## config.mk

```make
export PLATFORM = sky130hd
export DESIGN_NAME = utf8_window_decoder
export DESIGN_NICKNAME = d
export VERILOG_FILES = /design/src/hw/rtl/u8wd_pkg.sv /design/src/hw/rtl/u8wd_lane.sv /design/src/hw/rtl/u8wd_merge.sv /design/src/hw/rtl/utf8_window_decoder.sv
export SDC_FILE = /design/constraint.sdc
export NUM_CORES = 1
export LEC_CHECK = 0
export CORE_MARGIN = 10
export CORE_UTILIZATION = 60
export DETAILED_ROUTE_END_ITERATION = 7
export DONT_BUFFER_PORTS = 1
export PLACE_DENSITY = 0.76
export SYNTH_ARGS = -nofsm -noshare
export SYNTH_HDL_FRONTEND = slang
export SYNTH_SLANG_ARGS = --single-unit
```

## constraint.sdc

```tcl
create_clock -name i_clk -period 3.73 [get_ports i_clk]
set_clock_uncertainty 0.2 [all_clocks]
set_input_delay 0.1865 -clock i_clk [delete_from_list [all_inputs] [get_ports i_clk]]
set_output_delay 0.1865 -clock i_clk [all_outputs]
set_load 0.02 [all_outputs]
```

## src/hw/rtl/u8wd_pkg.sv

```systemverilog
package u8wd_pkg;

    // Decoded values
    localparam logic [20:0] REPLACEMENT_CHAR = 21'h00FFFD;
    localparam logic [20:0] MAX_SCALAR       = 21'h10FFFF;
    localparam logic [20:0] SURR_LO          = 21'h00D800;
    localparam logic [20:0] SURR_HI          = 21'h00DFFF;

    // Continuation byte bounds
    localparam logic [7:0] TRAIL_LO      = 8'h80;
    localparam logic [7:0] TRAIL_HI      = 8'hBF;
    localparam logic [7:0] TRAIL_LO_E0   = 8'hA0;
    localparam logic [7:0] TRAIL_HI_ED   = 8'h9F;
    localparam logic [7:0] TRAIL_LO_F0   = 8'h90;
    localparam logic [7:0] TRAIL_HI_F4   = 8'h8F;

    // Lead byte codes
    localparam logic [7:0] LEAD_E0       = 8'hE0;
    localparam logic [7:0] LEAD_ED       = 8'hED;
    localparam logic [7:0] LEAD_F0       = 8'hF0;
    localparam logic [7:0] LEAD_F4       = 8'hF4;
    localparam logic [7:0] LEAD_MIN_OK   = 8'hC2;
    localparam logic [7:0] LEAD_MAX_OK   = 8'hF4;
    localparam logic [7:0] CONT_FIRST    = 8'h80;

    localparam int unsigned NUM_LANES = 3;

    // Result of one continuation-byte lane
    typedef struct packed {
        logic       ok;
        logic [5:0] bits;
    } t_lane_res;

    // One decoded result
    typedef struct packed {
        logic [20:0] code_point;
        logic [2:0]  consumed;
        logic        replaced;
    } t_dec_res;

    // Sequence length claimed by the lead byte
    function automatic logic [2:0] claimed_len(input logic [7:0] lead);
        logic [2:0] len;
        if (lead < 8'hC0)      len = 3'd1;
        else if (lead < 8'hE0) len = 3'd2;
        else if (lead < 8'hF0) len = 3'd3;
        else if (lead < 8'hF8) len = 3'd4;
        else if (lead < 8'hFC) len = 3'd5;
        else                   len = 3'd6;
        return len;
    endfunction

    // Lower bound of the second byte, narrowed after some leads
    function automatic logic [7:0] second_lo(input logic [7:0] lead);
        logic [7:0] lo;
        if (lead == LEAD_E0)      lo = TRAIL_LO_E0;
        else if (lead == LEAD_F0) lo = TRAIL_LO_F0;
        else                      lo = TRAIL_LO;
        return lo;
    endfunction

    // Upper bound of the second byte, narrowed after some leads
    function automatic logic [7:0] second_hi(input logic [7:0] lead);
        logic [7:0] hi;
        if (lead == LEAD_ED)      hi = TRAIL_HI_ED;
        else if (lead == LEAD_F4) hi = TRAIL_HI_F4;
        else                      hi = TRAIL_HI;
        return hi;
    endfunction

endpackage

```

## src/hw/rtl/u8wd_lane.sv

```systemverilog
module u8wd_lane
    import u8wd_pkg::*;
(
    input  logic [7:0] i_byte,
    input  logic [7:0] i_lo,
    input  logic [7:0] i_hi,
    output t_lane_res  o_res
);

    // Check the byte against its bounds and strip the marker bits
    always_comb begin
        o_res.ok   = (i_byte >= i_lo) && (i_byte <= i_hi);
        o_res.bits = i_byte[5:0];
    end

endmodule

```

## src/hw/rtl/u8wd_merge.sv

```systemverilog
module u8wd_merge
    import u8wd_pkg::*;
(
    input  logic [7:0]             i_lead,
    input  logic [2:0]             i_bytes_left,
    input  t_lane_res [NUM_LANES-1:0] i_lanes,
    output t_dec_res               o_res
);

    logic [2:0]  len;
    logic [20:0] cp;
    logic        bad_lead;

    // Assemble the scalar value for the claimed length
    always_comb begin
        len      = claimed_len(i_lead);
        bad_lead = (i_lead >= CONT_FIRST) && (i_lead < LEAD_MIN_OK);
        case (len)
            3'd1:    cp = {13'd0, i_lead};
            3'd2:    cp = {10'd0, i_lead[4:0], i_lanes[0].bits};
            3'd3:    cp = {5'd0, i_lead[3:0], i_lanes[0].bits, i_lanes[1].bits};
            default: cp = {i_lead[2:0], i_lanes[0].bits, i_lanes[1].bits,
                           i_lanes[2].bits};
        endcase
    end

    // Pick the outcome, checking trailers from the back toward the lead
    always_comb begin
        o_res.code_point = REPLACEMENT_CHAR;
        o_res.replaced   = 1'b1;
        o_res.consumed   = len;
        if (len > i_bytes_left) begin
            o_res.consumed = i_bytes_left;
        end else if (len > 3'd4) begin
            o_res.consumed = len;
        end else if (len == 3'd4 && !i_lanes[2].ok) begin
            o_res.consumed = 3'd3;
        end else if (len >= 3'd3 && !i_lanes[1].ok) begin
            o_res.consumed = 3'd2;
        end else if (len >= 3'd2 && !i_lanes[0].ok) begin
            o_res.consumed = 3'd1;
        end else if (bad_lead) begin
            o_res.consumed = 3'd1;
        end else if (i_lead > LEAD_MAX_OK) begin
            o_res.consumed = len;
        end else if (cp > MAX_SCALAR || (cp >= SURR_LO && cp <= SURR_HI)) begin
            o_res.consumed = len;
        end else begin
            o_res.code_point = cp;
            o_res.replaced   = 1'b0;
        end
    end

endmodule

```

## src/hw/rtl/utf8_window_decoder.sv

```systemverilog
// UTF-8 window decoder.
// Input: pulse start with a four-byte window (i_first_byte .. i_fourth_byte)
// and i_bytes_left, the count of bytes remaining in the text (saturated).
// busy is always low, so a new window may be started in every cycle.
// Output: in the cycle after each accepted start, o_strobe is high for exactly
// one cycle with o_code_point, o_bytes_consumed and o_replaced. Errors give
// U+FFFD with o_replaced set; o_bytes_consumed tells how far to advance.
// Throughput is 1 window per cycle: three trailer lanes check bytes two to four
// side by side, the merge logic combines them, and a single output register
// holds the result.
// The receiver cannot stall; a result not taken in its strobe cycle is lost,
// and the next result follows right behind it.
// Reset (i_rst_n low, synchronous) clears the strobe; no result is pending
// after reset.
module utf8_window_decoder
    import u8wd_pkg::*;
(
    input  logic        i_clk,
    input  logic        i_rst_n,
    input  logic        start,
    output logic        busy,
    input  logic [7:0]  i_first_byte,
    input  logic [7:0]  i_second_byte,
    input  logic [7:0]  i_third_byte,
    input  logic [7:0]  i_fourth_byte,
    input  logic [2:0]  i_bytes_left,
    output logic        o_strobe,
    output logic [20:0] o_code_point,
    output logic [2:0]  o_bytes_consumed,
    output logic        o_replaced
);

    logic [7:0]                lane_byte [NUM_LANES];
    logic [7:0]                lane_lo   [NUM_LANES];
    logic [7:0]                lane_hi   [NUM_LANES];
    t_lane_res [NUM_LANES-1:0] lane_res;
    t_dec_res                  dec;

    logic     r_strobe;
    t_dec_res r_res;

    // Route trailer bytes and their bounds to the lanes
    always_comb begin
        lane_byte[0] = i_second_byte;
        lane_byte[1] = i_third_byte;
        lane_byte[2] = i_fourth_byte;
        lane_lo[0]   = second_lo(i_first_byte);
        lane_hi[0]   = second_hi(i_first_byte);
        lane_lo[1]   = TRAIL_LO;
        lane_hi[1]   = TRAIL_HI;
        lane_lo[2]   = TRAIL_LO;
        lane_hi[2]   = TRAIL_HI;
    end

    for (genvar g = 0; g < NUM_LANES; g++) begin : g_lane
        u8wd_lane u_lane (
            .i_byte (lane_byte[g]),
            .i_lo   (lane_lo[g]),
            .i_hi   (lane_hi[g]),
            .o_res  (lane_res[g])
        );
    end

    u8wd_merge u_merge (
        .i_lead       (i_first_byte),
        .i_bytes_left (i_bytes_left),
        .i_lanes      (lane_res),
        .o_res        (dec)
    );

    // Strobe in the cycle after each accepted beat
    always_ff @(posedge i_clk) begin
        if (!i_rst_n) begin
            r_strobe <= 1'b0;
        end else begin
            r_strobe <= start;
        end
    end

    // Hold the decoded result for its strobe cycle
    always_ff @(posedge i_clk) begin
        if (start) begin
            r_res <= dec;
        end
    end

    assign busy             = 1'b0;
    assign o_strobe         = r_strobe;
    assign o_code_point     = r_res.code_point;
    assign o_bytes_consumed = r_res.consumed;
    assign o_replaced       = r_res.replaced;

`ifndef SYNTH
    a_strobe_follows: assert property (@(posedge i_clk)
        i_rst_n && start |=> o_strobe) else $error("missing result strobe");

    a_no_spurious: assert property (@(posedge i_clk)
        i_rst_n && !start |=> !o_strobe) else $error("result without beat");

    a_replaced_fffd: assert property (@(posedge i_clk) disable iff (!i_rst_n)
        o_strobe && o_replaced |-> o_code_point == REPLACEMENT_CHAR)
        else $error("replacement flag without U+FFFD");

    a_good_scalar: assert property (@(posedge i_clk) disable iff (!i_rst_n)
        o_strobe && !o_replaced |-> o_code_point <= MAX_SCALAR &&
        (o_code_point < SURR_LO || o_code_point > SURR_HI) &&
        o_bytes_consumed >= 3'd1 && o_bytes_consumed <= 3'd4)
        else $error("accepted sequence is not a scalar value");
`endif

endmodule

```

==> results.cfg, run 1 <==
[floorplanning]
initial_core_util = 0.645
dieArea_mm2 = 0.00565
core-area_mm2 = 0.00283
pin_count = 65
die_h_um = 75.1
num_rows = 19
die_width_um = 75.1

[setup_path]
cp_data_arrival_time_ps = 2430
worstPathMaxFanout = 16
cp_slowest_cell = nor2_1
cp-start-kind = input pin
crit_type = input pin to flop
crit_family = simple AND/OR/NAND/NOR gates
crit_buf_inv = 2
required_ps = 3620
cpPeakStageDelay_ps = 500
crit_cells = 9
cpMostUsedCell = nor2_1
worstPathCellList = nand4_2 > clkinv_1 > ha_1 > nand2_1 > a211oi_1 > nor2_1 > nor2_1 > buf_4 > o211ai_1
worst_setup_path_end_kind = flop

[clock_tree]
clk_pin_slew_worst_paths_ps = 140
cts_tree = yes
cts_root_buf = clkbuf_4
cts_resized = 0
post_cts_buffers = 0
cts_hold_buf = 23
clock_path_buffers = 2
numCtsBuffers = 3
cts_max_level = 1
numClockSinks = 26

[synthesis]
synth_edf_count = 25
synthArstFlopShare = 0
yosysUniqueCellTypes = 46
ys_ff_latch = 26
synth-main-ff-cell = edfxtp_1
syn_area_mm2 = 0.00182
synth_cells = 194
syn_nets = 238
yosysSeqAreaShare = 0.422
synth_top_cell_area_share = 0.412
avgSynthCellArea_um2 = 9.40
yosysTopAreaCell = edfxtp_1
synth_area_leaders = edfxtp_1 41%, mux2i_1 4.9%, ha_1 4.1%
yosys_warnings = 0

[grt]
grt_use_total = 0.186
grt_pass1_vias = 1596
grt-ovfl-total = 0
grt_start_max_net_pins = 27
antenna_found_initial = 0
grt_pass1_wl_um = 8040

[sta]
slew_violations = 0
rsz0062_at_grt = false
period_share = 0.682
setup_viol = 0
max_slew_margin = 0.244
worstMarginPinSlew_ps = 1130
max_freq_ghz = 0.393
period_minus_slack_ps = 2540
fin_tns_setup_ps = 0
hold_viol = 0

[route]
first_iter_violations = 152
drtAntennaViolNets = 0
post_drt_wl_per_cell_um = 22.5
drcViolationCount = 0
first_pass_iters = 4
viasPerCell = 6.93
wl_um = 5400
num_vias = 1662

[final_layout]
layout-drive-gt1-share = 0.0383
final_common_cell = edfxtp_1
syn_to_final_growth_pct = 13.1
layout_common_cells = 25 x edfxtp_1, 23 x dlygate4sd3_1, 17 x nor2_1
fill_cells = 217
nets = 254
n_antenna_cell = 0

[placement]
routabilityCongestion = 0.885
dp_hpwl_um = 3790
io_buffers = 0

[power]
leakage_nw = 0.770
power.density_mw_per_mm2 = 326
total_power_mw = 0.673
ir_drop_v = 0.000234

[outcome]
outcome = finished, final reports clean

[run]
cap_violations = 0

[hold_path]
hold_class = input pin to flop
holdPathStages = 4
hold_start = i_third_byte[4]
holdPathEnd = o_code_point[10]$_SDFFCE_PP1P_
[power breakdown]
part	internal [mW]	switching, mW
Clock	0.0599	0.0867
Sequential	0.356	0.0455
Combinational	0.0569	0.0685
Total	0.473	0.201
[cells in the mapped netlist (all sizes together) (2+ instances only)]
| cell type | n |
|---|---|
| edfxtp | 25 |
| nor2 | 17 |
| a21oi | 12 |
| nand2 | 12 |
| nand3 | 12 |
| buf | 10 |
| o21ai | 10 |
| inv | 9 |
| mux2i | 9 |
| and4 | 7 |
| o211ai | 7 |
| ha | 6 |
| nor3 | 5 |
| a211oi | 4 |
| and2 | 4 |
| o22ai | 4 |
| and3 | 3 |
| clkbuf | 3 |
| nor4 | 3 |
| o221ai | 3 |
| o31a | 3 |
| a21o | 2 |
| a31oi | 2 |
| nand2b | 2 |
| nand4 | 2 |
| nor2b | 2 |
| o21bai | 2 |
[metrics by stage]
stage	hold slack (ps)	instances	instance area, µm²	utilization	worst slack (ps)
finish	12.3	240	2060	0.729	1190
global route	42.5	240	2060	0.729	1020
CTS	17.7	240	2060	0.729	1290
detailed placement	102	213	1800	0.635	922
global placement	101	213	1800	0.635	1050
floorplan	99.0	194	1820	-	926
[cell families (layout without fill, tap and decap cells)]
logic type / after synthesis / in the layout / synth area share
and+or+nand+nor: 75 / 75 / 0.229
other: 1 / 1 / 0.00206
muxes: 9 / 9 / 0.0494
buffers and inverters: 23 / 38 / 0.0610
adders and majority gates: 6 / 6 / 0.0412
DFF: 26 / 26 / 0.422
AOI/OAI and AO/OA: 54 / 54 / 0.195
[sequential cells by signal, summed over array words and instances, names as in the netlist]
name              count
o_strobe              1
o_replaced            1
o_bytes_consumed      3
o_code_point         21
[final cells by class]
class / count / area [µm²] / share of cell area
inverter: 10 / 37.5 / 0.0182
clock buffer: 4 / 36.3 / 0.0176
tap: 31 / 38.8 / 0.0188
sequential: 26 / 771 / 0.374
timing repair buffer: 24 / 238 / 0.115
multi-input combinational: 145 / 942 / 0.457
[how the worst max path moves through the flow]
stage	from	to	slack, ps
after floorplan	i_first_byte[4]	o_code_point[17]$_SDFFCE_PP0P_	930
after global placement	i_first_byte[7]	o_code_point[15]$_SDFFCE_PP1P_	1050
after detailed placement	i_first_byte[7]	o_code_point[13]$_SDFFCE_PP1P_	920
after CTS	i_first_byte[7]	o_code_point[14]$_SDFFCE_PP1P_	1290
after global routing	i_first_byte[7]	o_code_point[12]$_SDFFCE_PP1P_	1020
final	i_first_byte[7]	o_code_point[12]$_SDFFCE_PP1P_	1190
[layer usage]
| metal | vias to the layer above | track usage | share of wire |
|---|---|---|---|
| met5 | - | 0 | 0 |
| met4 | 0 | 0.0825 | 0.024 |
| met3 | 13 | 0.0565 | 0.095 |
| met2 | 96 | 0.298 | 0.47 |
| met1 | 777 | 0.225 | 0.41 |
| li1 | 776 | - | - |
Note: power is estimated with default switching activity, not from simulation.
==> run 2: changes to the inputs <==
==> constraint.sdc (replaced) <==
create_clock -name i_clk -period 2.7 [get_ports i_clk]
set_clock_uncertainty 0.2 [all_clocks]
set_input_delay 0.135 -clock i_clk [delete_from_list [all_inputs] [get_ports i_clk]]
set_output_delay 0.135 -clock i_clk [all_outputs]
set_load 0.02 [all_outputs]
==> run 2 against run 1 <==
  * Largest cell class unchanged
  * Hold slack worse by 8.0 ps
  * Utilization rose by 2.9 points
  * Clock power up 80%
  * Via count is 3.5% higher
  * Global-route usage grew 0.17 points
  * Largest power group unchanged
  * Critical path depth shrank 3
  * Sequential power grew 38%
  * Final area grew 3.9%
  * Die area is the same
  * Routed wire length up 1.4%
==> results.cfg, run 2 (synthesis gave the netlist of run 1 again) <==
[outcome]
outcome = finished, final reports clean

[grt]
use_met2 = 0.312
busiest_layer = met2
grt_pass1_wl_um = 8340
gr-usage-met3 = 0.0499
grt_use_total = 0.188
grt_start_max_net_pins = 27
grt-ovfl-total = 0
grt_pass1_vias = 1707
antenna_found_initial = 0
grtUsageMet1 = 0.230

[clock_tree]
cts_tree = yes
numCtsBuffers = 3
clock_path_buffers = 2
cts_max_level = 1
numClockSinks = 26
post_cts_buffers = 0
clk_pin_slew_worst_paths_ps = 150
cts_root_buf = clkbuf_4

[final_layout]
fin_util = 0.758
top_regs = o_code_point: 21 flops, o_bytes_consumed: 3 flops
fin_cells = 247
largest-register = o_code_point
final_common_cell = dlygate4sd3_1
n_antenna_cell = 0
largest_register_ffs = 21
fill_cells = 196
nets = 261
syn_to_final_growth_pct = 17.6
layout_common_cells = 28 x dlygate4sd3_1, 25 x edfxtp_1, 17 x nor2_1
layout-drive-gt1-share = 0.0463

[setup_path]
required_ps = 2700
cp_data_arrival_time_ps = 2420
crit_type = input pin to flop
worst_setup_path_end_kind = flop
worstPathMaxFanout = 15
cp-start-kind = input pin

[sta]
hold_viol = 0
setup_viol = 0
period_share = 0.897
worstMarginPinSlew_ps = 1100
layout_setup_ws_ps = 278
period_minus_slack_ps = 2420
slew_violations = 0
max_freq_ghz = 0.413
max_slew_margin = 0.266
fin_tns_setup_ps = 0
rsz0062_at_grt = false

[route]
viasPerCell = 6.96
drtAntennaViolNets = 0
first_iter_violations = 162
wl_um = 5470
num_vias = 1720
drcViolationCount = 0
post_drt_wl_per_cell_um = 22.1
first_pass_iters = 5

[power]
power.density_mw_per_mm2 = 467
leakage_nw = 0.805
ir_drop_v = 0.000310
total_power_mw = 1.00

[floorplanning]
initial_core_util = 0.645
die_h_um = 75.1
num_rows = 19
dieArea_mm2 = 0.00565
die_width_um = 75.1
core-area_mm2 = 0.00283
pin_count = 65

[placement]
dp_hpwl_um = 3630
preCtsSetupSlack_ps = 205
placed_cells = 215
io_buffers = 0
routabilityCongestion = 0.874

[run]
cap_violations = 0

[hold_path]
holdPathStages = 3
hold_class = input pin to flop
hold_start = i_first_byte[4]
holdPathEnd = o_code_point[15]$_SDFFCE_PP1P_
-- run 2: cell types whose count changed in the layout (fill, tap and decap cells not counted), sizes merged --
cell / change
buf: +2
bufinv: +1
clkbuf: -1
dlygate4sd3: +5
-- run 2: where the power goes --
part	internal (mW)	total [mW]	switching (mW)
logic	0.0842	0.181	0.0969
clock network	0.150	0.265	0.115
registers	0.492	0.555	0.0633
total	0.726	1.00	0.275
-- run 2: final cells by class --
class                      instances  area [µm²]  area share
sequential                        26         771       0.359
clock inverter                     1        30.0      0.0140
multi-input combinational        145         942       0.439
tap                               31        38.8      0.0181
inverter                          10        37.5      0.0175
timing repair buffer              31         303       0.141
clock buffer                       3        22.5      0.0105
-- run 2: routing by layer --
| metal | part of all wire | wire length (µm) |
|---|---|---|
| met1 | 0.40 | 2180 |
| met2 | 0.47 | 2570 |
| met3 | 0.12 | 634 |
| met4 | 0.015 | 80 |
| met5 | 0 | 0 |
-- run 2: worst max-delay path: stages --
cell and delay [ps]:
dlygate4sd3_1 560, inv_1 90, nor2_1 710, o211ai_1 210
dlygate4sd3_1 620, nand3_1 90
-- run 2: stage by stage --
step / hold slack [ps] / area, µm²
finish: 4.30 / 2140
global route: 8.27 / 2140
CTS: 5.33 / 2130
detailed placement: 50.6 / 1810
global placement: 50.1 / 1810
floorplan: 47.5 / 1830
-- run 2: worst max path at each step --
stage / from / endpoint / slack [ps]
after floorplan: i_first_byte[4] / o_code_point[17]$_SDFFCE_PP0P_ / 80
after global placement: i_first_byte[6] / o_code_point[3]$_SDFFCE_PP1P_ / 220
after detailed placement: i_first_byte[6] / o_code_point[15]$_SDFFCE_PP1P_ / 210
after CTS: i_first_byte[7] / o_code_point[9]$_SDFFCE_PP1P_ / 440
after global routing: i_first_byte[7] / o_code_point[9]$_SDFFCE_PP1P_ / 220
final: i_first_byte[7] / o_code_point[9]$_SDFFCE_PP1P_ / 280
-- run 2: repair_timing --
item	4_1_cts	5_1_grt
hold buffers	27	1
endpoints found under the hold margin	48	1
endpoints found under the setup margin	0	0
gates resized for setup	0	0
==> run 3: changes to the inputs <==
--- a/config.mk
+++ b/config.mk
@@ -5,6 +5,7 @@
 export SDC_FILE = /design/constraint.sdc
 export NUM_CORES = 1
 export LEC_CHECK = 0
+export ABC_AREA = 1
 export CORE_MARGIN = 10
 export CORE_UTILIZATION = 60
 export DETAILED_ROUTE_END_ITERATION = 7
==> run 3 against run 2 <==
  * Combinational power grew 9%
  * Sequential cell count is the same
  * Critical endpoint is now o_code_point[12]$_SDFFCE_PP1P_
  * Largest power group unchanged
  * Final area grew 3.2%
  * Sequential share of layout area shrank 1.1 points
  * Global-route usage shrank 0.43 points
  * Total power shrank 6.0%
==> results.cfg, run 3 <==
[setup_path]
crit_type = input pin to flop
worstPathMaxFanout = 15
required_ps = 2560
worst_setup_path_end_kind = flop
cp-start-kind = input pin
cp_data_arrival_time_ps = 2320

[floorplanning]
die_width_um = 75.8
pin_count = 65
initial_core_util = 0.621
dieArea_mm2 = 0.00574
core-area_mm2 = 0.00300
die_h_um = 75.8
num_rows = 20

[route]
wl_um = 5230
post_drt_wl_per_cell_um = 18.2
drcViolationCount = 0
num_vias = 1721
first_pass_iters = 4
drtAntennaViolNets = 0
first_iter_violations = 103
viasPerCell = 5.98

[clock_tree]
cts_tree = yes
clk_pin_slew_worst_paths_ps = 130
clock_path_buffers = 2
cts_max_level = 1
cts_root_buf = clkbuf_4
numClockSinks = 26
numCtsBuffers = 3
cts_resized = 0

[sta]
max_slew_margin = 0.315
max_freq_ghz = 0.407
period_minus_slack_ps = 2460
layout_setup_ws_ps = 242
hold_viol = 0
fin_tns_setup_ps = 0
setup_viol = 0
worstMarginPinSlew_ps = 1020
slew_violations = 0
period_share = 0.910
rsz0062_at_grt = false

[placement]
dpl-instance-area_mm2 = 0.00190
io_buffers = 0
routabilityCongestion = 0.911
preCtsSetupSlack_ps = 63.0
dp_hpwl_um = 3980

[final_layout]
fill_cells = 243
final_area_mm2 = 0.00221
nets = 300
largest-register = o_code_point
regArea_um2 = 771
final_common_cell = nand2_1
layout_common_cells = 44 x nand2_1, 29 x inv_1, 28 x dlygate4sd3_1
fin_util = 0.737
layout-drive-gt1-share = 0.125
top_regs = o_code_point: 21 flops, o_bytes_consumed: 3 flops
largest_register_ffs = 21
multi_input_comb_area_um2 = 910
n_antenna_cell = 0
syn_to_final_growth_pct = 18.6

[grt]
grt-ovfl-total = 0
grt_use_total = 0.183
antenna_found_initial = 0
grt_pass1_wl_um = 8140
grt_start_max_net_pins = 26
grt_pass1_vias = 1655

[synthesis]
avgSynthCellArea_um2 = 8.25
yosysSeqAreaShare = 0.413
synth_cells = 226
synth_most_common_cell = nand2_1
synth_top_cell_area_share = 0.402
synthArstFlopShare = 0
ys_ff_latch = 26
ys_top_cells_by_count = 44 x nand2_1, 29 x inv_1, 26 x nor2_1
syn_nets = 270
yosys_warnings = 0
synth_edf_count = 25
yosysUniqueCellTypes = 33
yosysTopAreaCell = edfxtp_1
syn_area_mm2 = 0.00187
synth_area_leaders = edfxtp_1 40%, nand2_1 8.9%, nand3_2 5.9%
synth-main-ff-cell = edfxtp_1

[run]
cap_violations = 0

[power]
power.switching_mw = 0.279
ir_drop_v = 0.000189
pwr-share-clk = 0.196
pwr-share-comb = 0.210
power.density_mw_per_mm2 = 425
switching_share = 0.296
leakage_nw = 0.911
total_power_mw = 0.940
power_frac_seq = 0.594
power.internal_mw = 0.662

[hold_path]
hold_class = input pin to flop

[outcome]
outcome = finished, final reports clean
run 3: cell count changes in the layout (fill, tap and decap cells not counted), sizes merged, moves of 3 or more:
| cell | change |
|---|---|
| inv | +23 |
| a211oi | -4 |
| nand2 | +37 |
| mux2i | -9 |
| o31a | -3 |
| and2 | -4 |
| and3 | -3 |
| and4 | -7 |
| nand3b | +5 |
| nor3 | -5 |
| nor2 | +12 |
| o21ai | +3 |
| nand3 | +9 |
run 3: logic make-up after synthesis:
group,count (synthesis),synth area share
AO/OA/AOI/OAI,42,0.137
adder cells (fa/ha/maj),6,0.0402
other,1,0.00201
AND/OR/NAND/NOR,110,0.308
flip-flops,26,0.413
buffers and inverters,41,0.0993
run 3: worst max-delay path, stage by stage:
cell and delay, ps:
dlygate4sd3_1 580, nand2_1 90, o32ai_1 250, ha_1 300, a21oi_1 130, a21oi_1 50, nor2_1 80, nand2_1 80
nand2_1 110, nand3_2 90, nor2_4 170, buf_12 160, nand3b_1 90
run 3: final timing paths:
check	startpoint	to	cells past startpoint
min	i_first_byte[1]	o_code_point[19]$_SDFFCE_PP0P_	4
max	i_first_byte[0]	o_code_point[12]$_SDFFCE_PP1P_	13
run 3: per-layer routing:
layer	up-vias	track usage	share of wire
li1	835	-	-
met1	780	0.227	0.41
met2	100	0.308	0.47
met3	6	0.0456	0.11
met4	0	0.0495	0.014
met5	-	0	0
run 3: cell type report:
class / instances / area share
multi-input cells: 159 / 0.411
well taps: 33 / 0.0187
repair buffers: 32 / 0.146
inverters: 34 / 0.0594
flip-flops and latches: 26 / 0.348
clock buffers: 4 / 0.0164
run 3: power by group through the flow:
stage	Combinational (mW)	Sequential, mW	Clock, mW
global placement	0.146	0.570	0
CTS	0.195	0.561	0.183
floorplan	0.119	0.563	0
detailed placement	0.150	0.571	0
finish	0.197	0.559	0.184
global route	0.220	0.563	0.206
run 3: per-stage QoR:
stage,cells,hold slack (ps)
after floorplan,226,28.5
after global placement,256,33.7
after detailed placement,256,42.8
after CTS,288,4.10
after global routing,288,21.7
final,288,5.74
run 3: timing repair:
action | CTS | global route
buffers inserted | 0 | 0
hold endpoints to repair | 48 | 0
endpoints found under the setup margin | 0 | 0
hold buffers | 28 | 0
